[src/vfcao_pkg.sv]
// Shared types, constants and a helper function for the voxel face culling block.
package vfcao_pkg;

    localparam int EDGE_LENGTH = 32;
    localparam int POS_W       = $clog2(EDGE_LENGTH);
    localparam int MAT_W       = 8;
    localparam int NB_W        = 27;
    localparam int NB_IDX_W    = $clog2(NB_W);
    localparam int FACE_COUNT  = 6;
    localparam int FACE_W      = $clog2(FACE_COUNT);
    localparam int CORNERS     = 4;
    localparam int AO_W        = 2;

    localparam logic [NB_IDX_W-1:0] CENTRE_BIT = NB_IDX_W'(13);

    // Neighbourhood bit of the cell across each face (+X,-X,+Y,-Y,+Z,-Z)
    localparam logic [NB_IDX_W-1:0] FACE_NB [FACE_COUNT] = '{
        5'd14, 5'd12, 5'd16, 5'd10, 5'd22, 5'd4
    };

    // Per face and corner: side one, side two, diagonal corner
    localparam logic [NB_IDX_W-1:0] CORNER_NB [FACE_COUNT][CORNERS][3] = '{
        '{ '{5'd5,  5'd11, 5'd2},  '{5'd5,  5'd17, 5'd8},
           '{5'd23, 5'd17, 5'd26}, '{5'd23, 5'd11, 5'd20} },
        '{ '{5'd3,  5'd15, 5'd6},  '{5'd3,  5'd9,  5'd0},
           '{5'd21, 5'd9,  5'd18}, '{5'd21, 5'd15, 5'd24} },
        '{ '{5'd7,  5'd17, 5'd8},  '{5'd7,  5'd15, 5'd6},
           '{5'd25, 5'd15, 5'd24}, '{5'd25, 5'd17, 5'd26} },
        '{ '{5'd1,  5'd9,  5'd0},  '{5'd1,  5'd11, 5'd2},
           '{5'd19, 5'd11, 5'd20}, '{5'd19, 5'd9,  5'd18} },
        '{ '{5'd21, 5'd19, 5'd18}, '{5'd23, 5'd19, 5'd20},
           '{5'd23, 5'd25, 5'd26}, '{5'd21, 5'd25, 5'd24} },
        '{ '{5'd3,  5'd7,  5'd6},  '{5'd5,  5'd7,  5'd8},
           '{5'd5,  5'd1,  5'd2},  '{5'd3,  5'd1,  5'd0} }
    };

    typedef struct packed {
        logic [POS_W-1:0] pos_x;
        logic [POS_W-1:0] pos_y;
        logic [POS_W-1:0] pos_z;
        logic [MAT_W-1:0] material;
        logic [NB_W-1:0]  neighbourhood;
    } voxel_t;

    typedef struct packed {
        logic [POS_W-1:0]  out_x;
        logic [POS_W-1:0]  out_y;
        logic [POS_W-1:0]  out_z;
        logic [MAT_W-1:0]  out_material;
        logic [FACE_W-1:0] face;
        logic [AO_W-1:0]   occlusion_v0;
        logic [AO_W-1:0]   occlusion_v1;
        logic [AO_W-1:0]   occlusion_v2;
        logic [AO_W-1:0]   occlusion_v3;
        logic              split_flip;
        logic              last_face;
    } quad_t;

    // Decode stage: voxel plus its visible face mask
    typedef struct packed {
        logic [POS_W-1:0]      pos_x;
        logic [POS_W-1:0]      pos_y;
        logic [POS_W-1:0]      pos_z;
        logic [MAT_W-1:0]      material;
        logic [NB_W-1:0]       neighbourhood;
        logic [FACE_COUNT-1:0] mask;
    } dec_t;

    // Shade stage: corner levels and diagonal choice of every face
    typedef struct packed {
        logic [POS_W-1:0]                          pos_x;
        logic [POS_W-1:0]                          pos_y;
        logic [POS_W-1:0]                          pos_z;
        logic [MAT_W-1:0]                          material;
        logic [FACE_COUNT-1:0]                     mask;
        logic [FACE_COUNT-1:0][CORNERS-1:0][AO_W-1:0] ao;
        logic [FACE_COUNT-1:0]                     flip;
    } shade_t;

    // Corner level: dark when both sides are solid, else 3 minus solid count
    function automatic logic [AO_W-1:0] corner_level(input logic s1, input logic s2,
                                                     input logic cr);
        logic [AO_W-1:0] cnt;
        cnt = AO_W'(s1) + AO_W'(s2) + AO_W'(cr);
        if (s1 && s2)
            return '0;
        return AO_W'(3) - cnt;
    endfunction

endpackage

[src/vfcao_decode.sv]
// Decode stage: register the voxel and find its visible faces.
module vfcao_decode
    import vfcao_pkg::*;
(
    input  logic   clk,
    input  logic   rst_n,
    input  logic   voxel_valid,
    output logic   voxel_stall,
    input  voxel_t voxel,
    output logic   dec_valid,
    input  logic   dec_stall,
    output dec_t   dec
);

    logic                  valid_reg;
    logic                  valid_next;
    dec_t                  data_reg;
    dec_t                  data_next;
    logic [FACE_COUNT-1:0] mask;
    logic                  hold;

    // Face is visible when the voxel is solid and the cell across is empty
    always_comb
    begin
        for (int f = 0; f < FACE_COUNT; f++)
        begin
            mask[f] = voxel.neighbourhood[CENTRE_BIT] & ~voxel.neighbourhood[FACE_NB[f]];
        end
    end

    assign hold        = valid_reg && dec_stall;
    assign voxel_stall = hold;

    // Drop voxels that show no face
    always_comb
    begin
        valid_next              = voxel_valid && (mask != '0);
        data_next.pos_x         = voxel.pos_x;
        data_next.pos_y         = voxel.pos_y;
        data_next.pos_z         = voxel.pos_z;
        data_next.material      = voxel.material;
        data_next.neighbourhood = voxel.neighbourhood;
        data_next.mask          = mask;
    end

    always_ff @(posedge clk or negedge rst_n)
    begin
        if (!rst_n)
            valid_reg <= 1'b0;
        else if (!hold)
            valid_reg <= valid_next;
    end

    always_ff @(posedge clk)
    begin
        if (!hold)
            data_reg <= data_next;
    end

    assign dec_valid = valid_reg;
    assign dec       = data_reg;

endmodule

[src/vfcao_shade.sv]
// Shade stage: compute corner occlusion levels and split choice for all faces.
module vfcao_shade
    import vfcao_pkg::*;
(
    input  logic   clk,
    input  logic   rst_n,
    input  logic   dec_valid,
    output logic   dec_stall,
    input  dec_t   dec,
    output logic   shade_valid,
    input  logic   shade_stall,
    output shade_t shade
);

    logic   valid_reg;
    shade_t data_reg;
    shade_t data_next;
    logic   hold;

    assign hold      = valid_reg && shade_stall;
    assign dec_stall = hold;

    // Evaluate every corner of every face in parallel
    always_comb
    begin
        data_next.pos_x    = dec.pos_x;
        data_next.pos_y    = dec.pos_y;
        data_next.pos_z    = dec.pos_z;
        data_next.material = dec.material;
        data_next.mask     = dec.mask;
        for (int f = 0; f < FACE_COUNT; f++)
        begin
            for (int v = 0; v < CORNERS; v++)
            begin
                data_next.ao[f][v] = corner_level(dec.neighbourhood[CORNER_NB[f][v][0]],
                                                  dec.neighbourhood[CORNER_NB[f][v][1]],
                                                  dec.neighbourhood[CORNER_NB[f][v][2]]);
            end
            data_next.flip[f] =
                ({1'b0, data_next.ao[f][0]} + {1'b0, data_next.ao[f][2]}) >
                ({1'b0, data_next.ao[f][1]} + {1'b0, data_next.ao[f][3]});
        end
    end

    always_ff @(posedge clk or negedge rst_n)
    begin
        if (!rst_n)
            valid_reg <= 1'b0;
        else if (!hold)
            valid_reg <= dec_valid;
    end

    always_ff @(posedge clk)
    begin
        if (!hold)
            data_reg <= data_next;
    end

    assign shade_valid = valid_reg;
    assign shade       = data_reg;

endmodule

[src/vfcao_serial.sv]
// Face serializer: hold one voxel and issue its visible faces one per cycle while the output is not stalled.
module vfcao_serial
    import vfcao_pkg::*;
(
    input  logic   clk,
    input  logic   rst_n,
    input  logic   shade_valid,
    output logic   shade_stall,
    input  shade_t shade,
    output logic   q_valid,
    input  logic   q_stall,
    output quad_t  q
);

    logic                  busy_reg;
    shade_t                cur_reg;
    logic [FACE_COUNT-1:0] rem_reg;
    logic [FACE_COUNT-1:0] rem_next;
    logic [FACE_COUNT-1:0] pick;
    logic [FACE_COUNT-1:0] rest;
    logic [FACE_W-1:0]     sel;
    logic                  last_now;
    logic                  emit;
    logic                  load;

    // Pick the lowest remaining face
    always_comb
    begin
        sel = '0;
        for (int f = FACE_COUNT - 1; f >= 0; f--)
        begin
            if (rem_reg[f])
                sel = FACE_W'(f);
        end
        pick     = FACE_COUNT'(1) << sel;
        rest     = rem_reg & ~pick;
        last_now = (rest == '0);
    end

    assign emit        = busy_reg && !q_stall;
    assign shade_stall = busy_reg && !(emit && last_now);
    assign load        = !shade_stall;

    // Advance to the next face, or load the next voxel after the last one
    always_comb
    begin
        rem_next = rem_reg;
        if (load)
            rem_next = shade.mask;
        else if (emit)
            rem_next = rest;
    end

    always_ff @(posedge clk or negedge rst_n)
    begin
        if (!rst_n)
        begin
            busy_reg <= 1'b0;
            rem_reg  <= '0;
        end
        else
        begin
            if (load)
                busy_reg <= shade_valid;
            rem_reg <= rem_next;
        end
    end

    always_ff @(posedge clk)
    begin
        if (load)
            cur_reg <= shade;
    end

    // Build the face transaction
    always_comb
    begin
        q.out_x        = cur_reg.pos_x;
        q.out_y        = cur_reg.pos_y;
        q.out_z        = cur_reg.pos_z;
        q.out_material = cur_reg.material;
        q.face         = sel;
        q.occlusion_v0 = cur_reg.ao[sel][0];
        q.occlusion_v1 = cur_reg.ao[sel][1];
        q.occlusion_v2 = cur_reg.ao[sel][2];
        q.occlusion_v3 = cur_reg.ao[sel][3];
        q.split_flip   = cur_reg.flip[sel];
        q.last_face    = last_now;
    end

    assign q_valid = busy_reg;

`ifndef SYNTH
    a_busy_has_face: assert property (@(posedge clk) disable iff (!rst_n)
        (busy_reg && rem_reg == '0) |-> 1'b0)
        else $error("serializer busy with no face left");

    a_hold_on_stall: assert property (@(posedge clk) disable iff (!rst_n)
        (busy_reg && q_stall) |=> ($stable(rem_reg) && busy_reg))
        else $error("face mask changed while output stalled");

    a_pick_onehot: assert property (@(posedge clk) disable iff (!rst_n)
        busy_reg |-> ($onehot(pick) && ((pick & rem_reg) != '0)))
        else $error("picked face is not a single remaining face");
`endif

endmodule

[src/voxel_face_cull_ambient_occlusion.sv]
// Top level: voxel face culling with per-corner ambient occlusion, face output register.
// An accepted voxel passes the decode, shade, serializer and output registers in that order.
// Throughput: one face per clock on the one output port while the consumer does not stall.
// A voxel that shows no face (empty or enclosed) is dropped in the decode stage.
// Reset (rst_n low, asynchronous) clears all valid bits and the remaining-face mask; data registers are not reset.
module voxel_face_cull_ambient_occlusion
    import vfcao_pkg::*;
(
    input  logic   clk,
    input  logic   rst_n,
    input  logic   voxel_valid,
    output logic   voxel_stall,
    input  voxel_t voxel,
    output logic   quad_valid,
    input  logic   quad_stall,
    output quad_t  quad
);

    logic   dec_valid;
    logic   dec_stall;
    dec_t   dec;
    logic   shade_valid;
    logic   shade_stall;
    shade_t shade;
    logic   q_valid;
    logic   q_stall;
    quad_t  q;
    logic   out_valid_reg;
    quad_t  out_reg;

    vfcao_decode u_decode (
        .clk         (clk),
        .rst_n       (rst_n),
        .voxel_valid (voxel_valid),
        .voxel_stall (voxel_stall),
        .voxel       (voxel),
        .dec_valid   (dec_valid),
        .dec_stall   (dec_stall),
        .dec         (dec)
    );

    vfcao_shade u_shade (
        .clk         (clk),
        .rst_n       (rst_n),
        .dec_valid   (dec_valid),
        .dec_stall   (dec_stall),
        .dec         (dec),
        .shade_valid (shade_valid),
        .shade_stall (shade_stall),
        .shade       (shade)
    );

    vfcao_serial u_serial (
        .clk         (clk),
        .rst_n       (rst_n),
        .shade_valid (shade_valid),
        .shade_stall (shade_stall),
        .shade       (shade),
        .q_valid     (q_valid),
        .q_stall     (q_stall),
        .q           (q)
    );

    // Hold the output transaction while the consumer stalls
    assign q_stall = out_valid_reg && quad_stall;

    always_ff @(posedge clk or negedge rst_n)
    begin
        if (!rst_n)
            out_valid_reg <= 1'b0;
        else if (!q_stall)
            out_valid_reg <= q_valid;
    end

    always_ff @(posedge clk)
    begin
        if (!q_stall)
            out_reg <= q;
    end

    assign quad_valid = out_valid_reg;
    assign quad       = out_reg;

`ifndef SYNTH
    a_face_range: assert property (@(posedge clk) disable iff (!rst_n)
        quad_valid |-> (quad.face < FACE_W'(FACE_COUNT)))
        else $error("face code out of range");

    a_valid_held: assert property (@(posedge clk) disable iff (!rst_n)
        (quad_valid && quad_stall) |=> quad_valid)
        else $error("output valid dropped while stalled");

    a_payload_held: assert property (@(posedge clk) disable iff (!rst_n)
        (quad_valid && quad_stall) |=> $stable(quad))
        else $error("output payload changed while stalled");
`endif

endmodule
[config.mk]
export PLATFORM = sky130hd
export DESIGN_NAME = voxel_face_cull_ambient_occlusion
export DESIGN_NICKNAME = d
export VERILOG_FILES = /design/src/vfcao_pkg.sv /design/src/vfcao_decode.sv /design/src/vfcao_shade.sv /design/src/vfcao_serial.sv /design/src/voxel_face_cull_ambient_occlusion.sv
export SDC_FILE = /design/constraint.sdc
export NUM_CORES = 1
export LEC_CHECK = 0
export BUFFER_PORTS_ARGS = -buffer_cell sky130_fd_sc_hd__buf_4
export CORE_ASPECT_RATIO = 1.25
export CORE_UTILIZATION = 59
export DETAILED_ROUTE_END_ITERATION = 8
export HOLD_SLACK_MARGIN = 0.08
export PLACE_DENSITY = 0.79
export SYNTH_ARGS = -nofsm -noshare
export SYNTH_HDL_FRONTEND = slang
export SYNTH_HIERARCHICAL = 1
export SYNTH_SLANG_ARGS = --single-unit
[constraint.sdc]
create_clock -name clk -period 11.75 [get_ports clk]
set_input_delay 2.35 -clock clk [delete_from_list [all_inputs] [get_ports clk]]
set_output_delay 2.35 -clock clk [all_outputs]
set_load 0.01 [all_outputs]
==> impl_results.md <==
* Post-DR vias/cell at 5.62
* CTS Root Cell: clkbuf_16
* Crit path required time at 9400 ps
* Max Clock Skew at 18.0 ps
* LEAKAGE at 4.72 nW
* Crit path buf inv count at 6
* Relative slew slack at 0.293
* First-pass GRT wire length at 28.4 mm
* Mapped Area at 0.0103 mm2
* DR vias at 5016
* Worst r2r src: u_serial/rem_reg[2]
* Max Cap Violations at 0
* N_diodes at 0
* Resized cells post-CTS at 0
* Status: finished, final reports clean
* Gr usage total at 0.214
* RSZ-0062 raised after global routing: false
* Hold Vio Cnt, Final at 0
* Max FFs per register at 83
* Crit path launch type: primary input
* GP Congestion at 0.884
* CP endpoint: voxel_stall
* Clock buffer count from CTS at 23
* Slowest-stage cell, CP: nand2_4
* Ys Warns at 6
* Setup violators final at 0
* DRT antenna net count at 0
* Worst-case clock buffer depth at 3
* Setup_tns at 0 ps
* Critical path type: primary input to primary output
* Mapped Cells at 572
* Initial DRC count at 469
* Post-DP HPWL at 11.8 mm
* Period utilization at 0.670
* Die area at 0.0179 mm2
* Layout cells sized above 1 at 0.218
* Per-cell routed wire length at 20.5 um
* Max frequency at 127 MHz
* Port Buffers at 91
* Worst-skew pair later-pin latency at 520 ps
* Clock Pin Slew Worst Setup and Hold Paths at 70 ps
* CP dominant cell by count: buf_4
* Initial antenna violation count at 0
* CTS tree: built
* Avg Inst Size Synth at 17.9 um2
* CP top delay family: simple AND/OR/NAND/NOR gates
* Endpoint class of the critical path: primary output
* Peak VDD IR at 0.000227 V
* Max Slew Vio Count at 0
* Htree depth at 1
* Number of global-route vias before repair at 5245
* # IOs at 92
* Fin util at 0.700
* Routed WL at 18.3 mm
* DRT Pass-1 Iters at 7
* Crit path depth at 12
* Reg2reg end: u_decode/dec[9]
* Worst min path class: flip-flop to flip-flop
* CORE AREA at 0.0169 mm2
* Tightest Pin Transition at 1060 ps
* R2R depth at 8
* Crit path arrival time at 5520 ps
* Power Density at 294 mW/mm2
* Postcts setup bufs at 0
* Min Tclk post-route at 7870 ps
* Critical Path, Cell by Cell: buf_4 -> and2_1 -> or4_1 -> o32ai_2 -> a21bo_4 -> inv_4 -> nand2_4 -> inv_1 -> nand2_2 -> buf_4 -> inv_1 -> buf_4
* Worst Min Path Start: u_shade/shade[35]
* Rows at 53
* FF-to-FF setup slack at 7930 ps
* Grt total ovfl at 0
* Synth-to-Final Area Change at 15.3%
* Width of the die at 120 um
* Hold buffer count at cts at 0
* Starting density of the core at 0.607
* Slowest stage delay, CP at 750 ps
* Crit Path Max Fanout at 85
* Fin nets at 779
* Chip height at 149 um
* Mapped Nets at 695
* CP startpoint: quad_stall
* Largest net degree at the start of global routing at 86
* Post-route DRC at 0
* Clock sinks at 255
[placed cells by master, fill, tap and decap left out, drive strengths merged, types with 3 or more instances in the layout]
cell type    n
a21oi       26
a222oi       9
a22o         9
a22oi       10
a32o         3
a32oi        6
buf         94
bufinv       5
clkbuf      26
clkinv       7
clkinvlp     3
dfrtp       10
edfxtp     245
fa          39
ha          30
inv         82
nand2        6
nand2b       3
nor2         4
nor2b       12
o21ai       19
[per-layer routing]
layer | vias to the layer above | GRT usage | wire length (um) | share of wire
met1 | 2506 | 0.255 | 6760 | 0.37
met4 | 0 | 0.108 | 827 | 0.045
li1 | 2254 | - | - | -
met5 | - | 0 | 0 | 0
met3 | 54 | 0.0290 | 928 | 0.051
met2 | 202 | 0.380 | 9810 | 0.54
[worst register-to-register path: cells and delay by family (launching register included)]
family | cells | cell delay, ps
AND/OR/NAND/NOR | 3 | 1530
buffers and inverters | 3 | 780
flip-flops | 1 | 640
AO/OA/AOI/OAI | 2 | 440
[report_power, final]
group          internal (W)  total [W]  switching (W)
sequential          0.00159    0.00179       0.000199
combinational      0.000336   0.000890       0.000554
clock              0.000479   0.000800       0.000321
[cell type report]
type,count,area [um2]
inverters,81,307
fillers,1013,5080
clock inverters,16,224
multi-input cells,201,2120
flip-flops and latches,255,7610
well taps,220,275
repair buffers,94,706
clock buffers,26,597
[worst min path at each step]
stage / endpoint / slack [ps] / cells after the start
2_1_floorplan: u_serial/cur_reg[0] / 400 / 0
3_3_place_gp: u_serial/q[32] / 400 / 0
3_5_place_dp: u_serial/cur_reg[9] / 400 / 0
4_1_cts: u_shade/shade[81] / 410 / 0
5_1_grt: u_shade/shade[81] / 410 / 0
6_report: u_serial/cur_reg[35] / 410 / 0
[through the flow]
step           setup slack (ps)  std cells  hold slack [ps]  instance area (um2)  power (W)
2_1_floorplan              1930        572              400                10300    0.00235
3_3_place_gp               3980        851              400                11000    0.00256
3_5_place_dp               3850        851              405                11000    0.00265
4_1_cts                    3810        893              412                11800    0.00349
5_1_grt                    3550        893              413                11800    0.00365
6_report                   3880        893              413                11800    0.00347
Note: power is estimated with default switching activity, not from simulation.
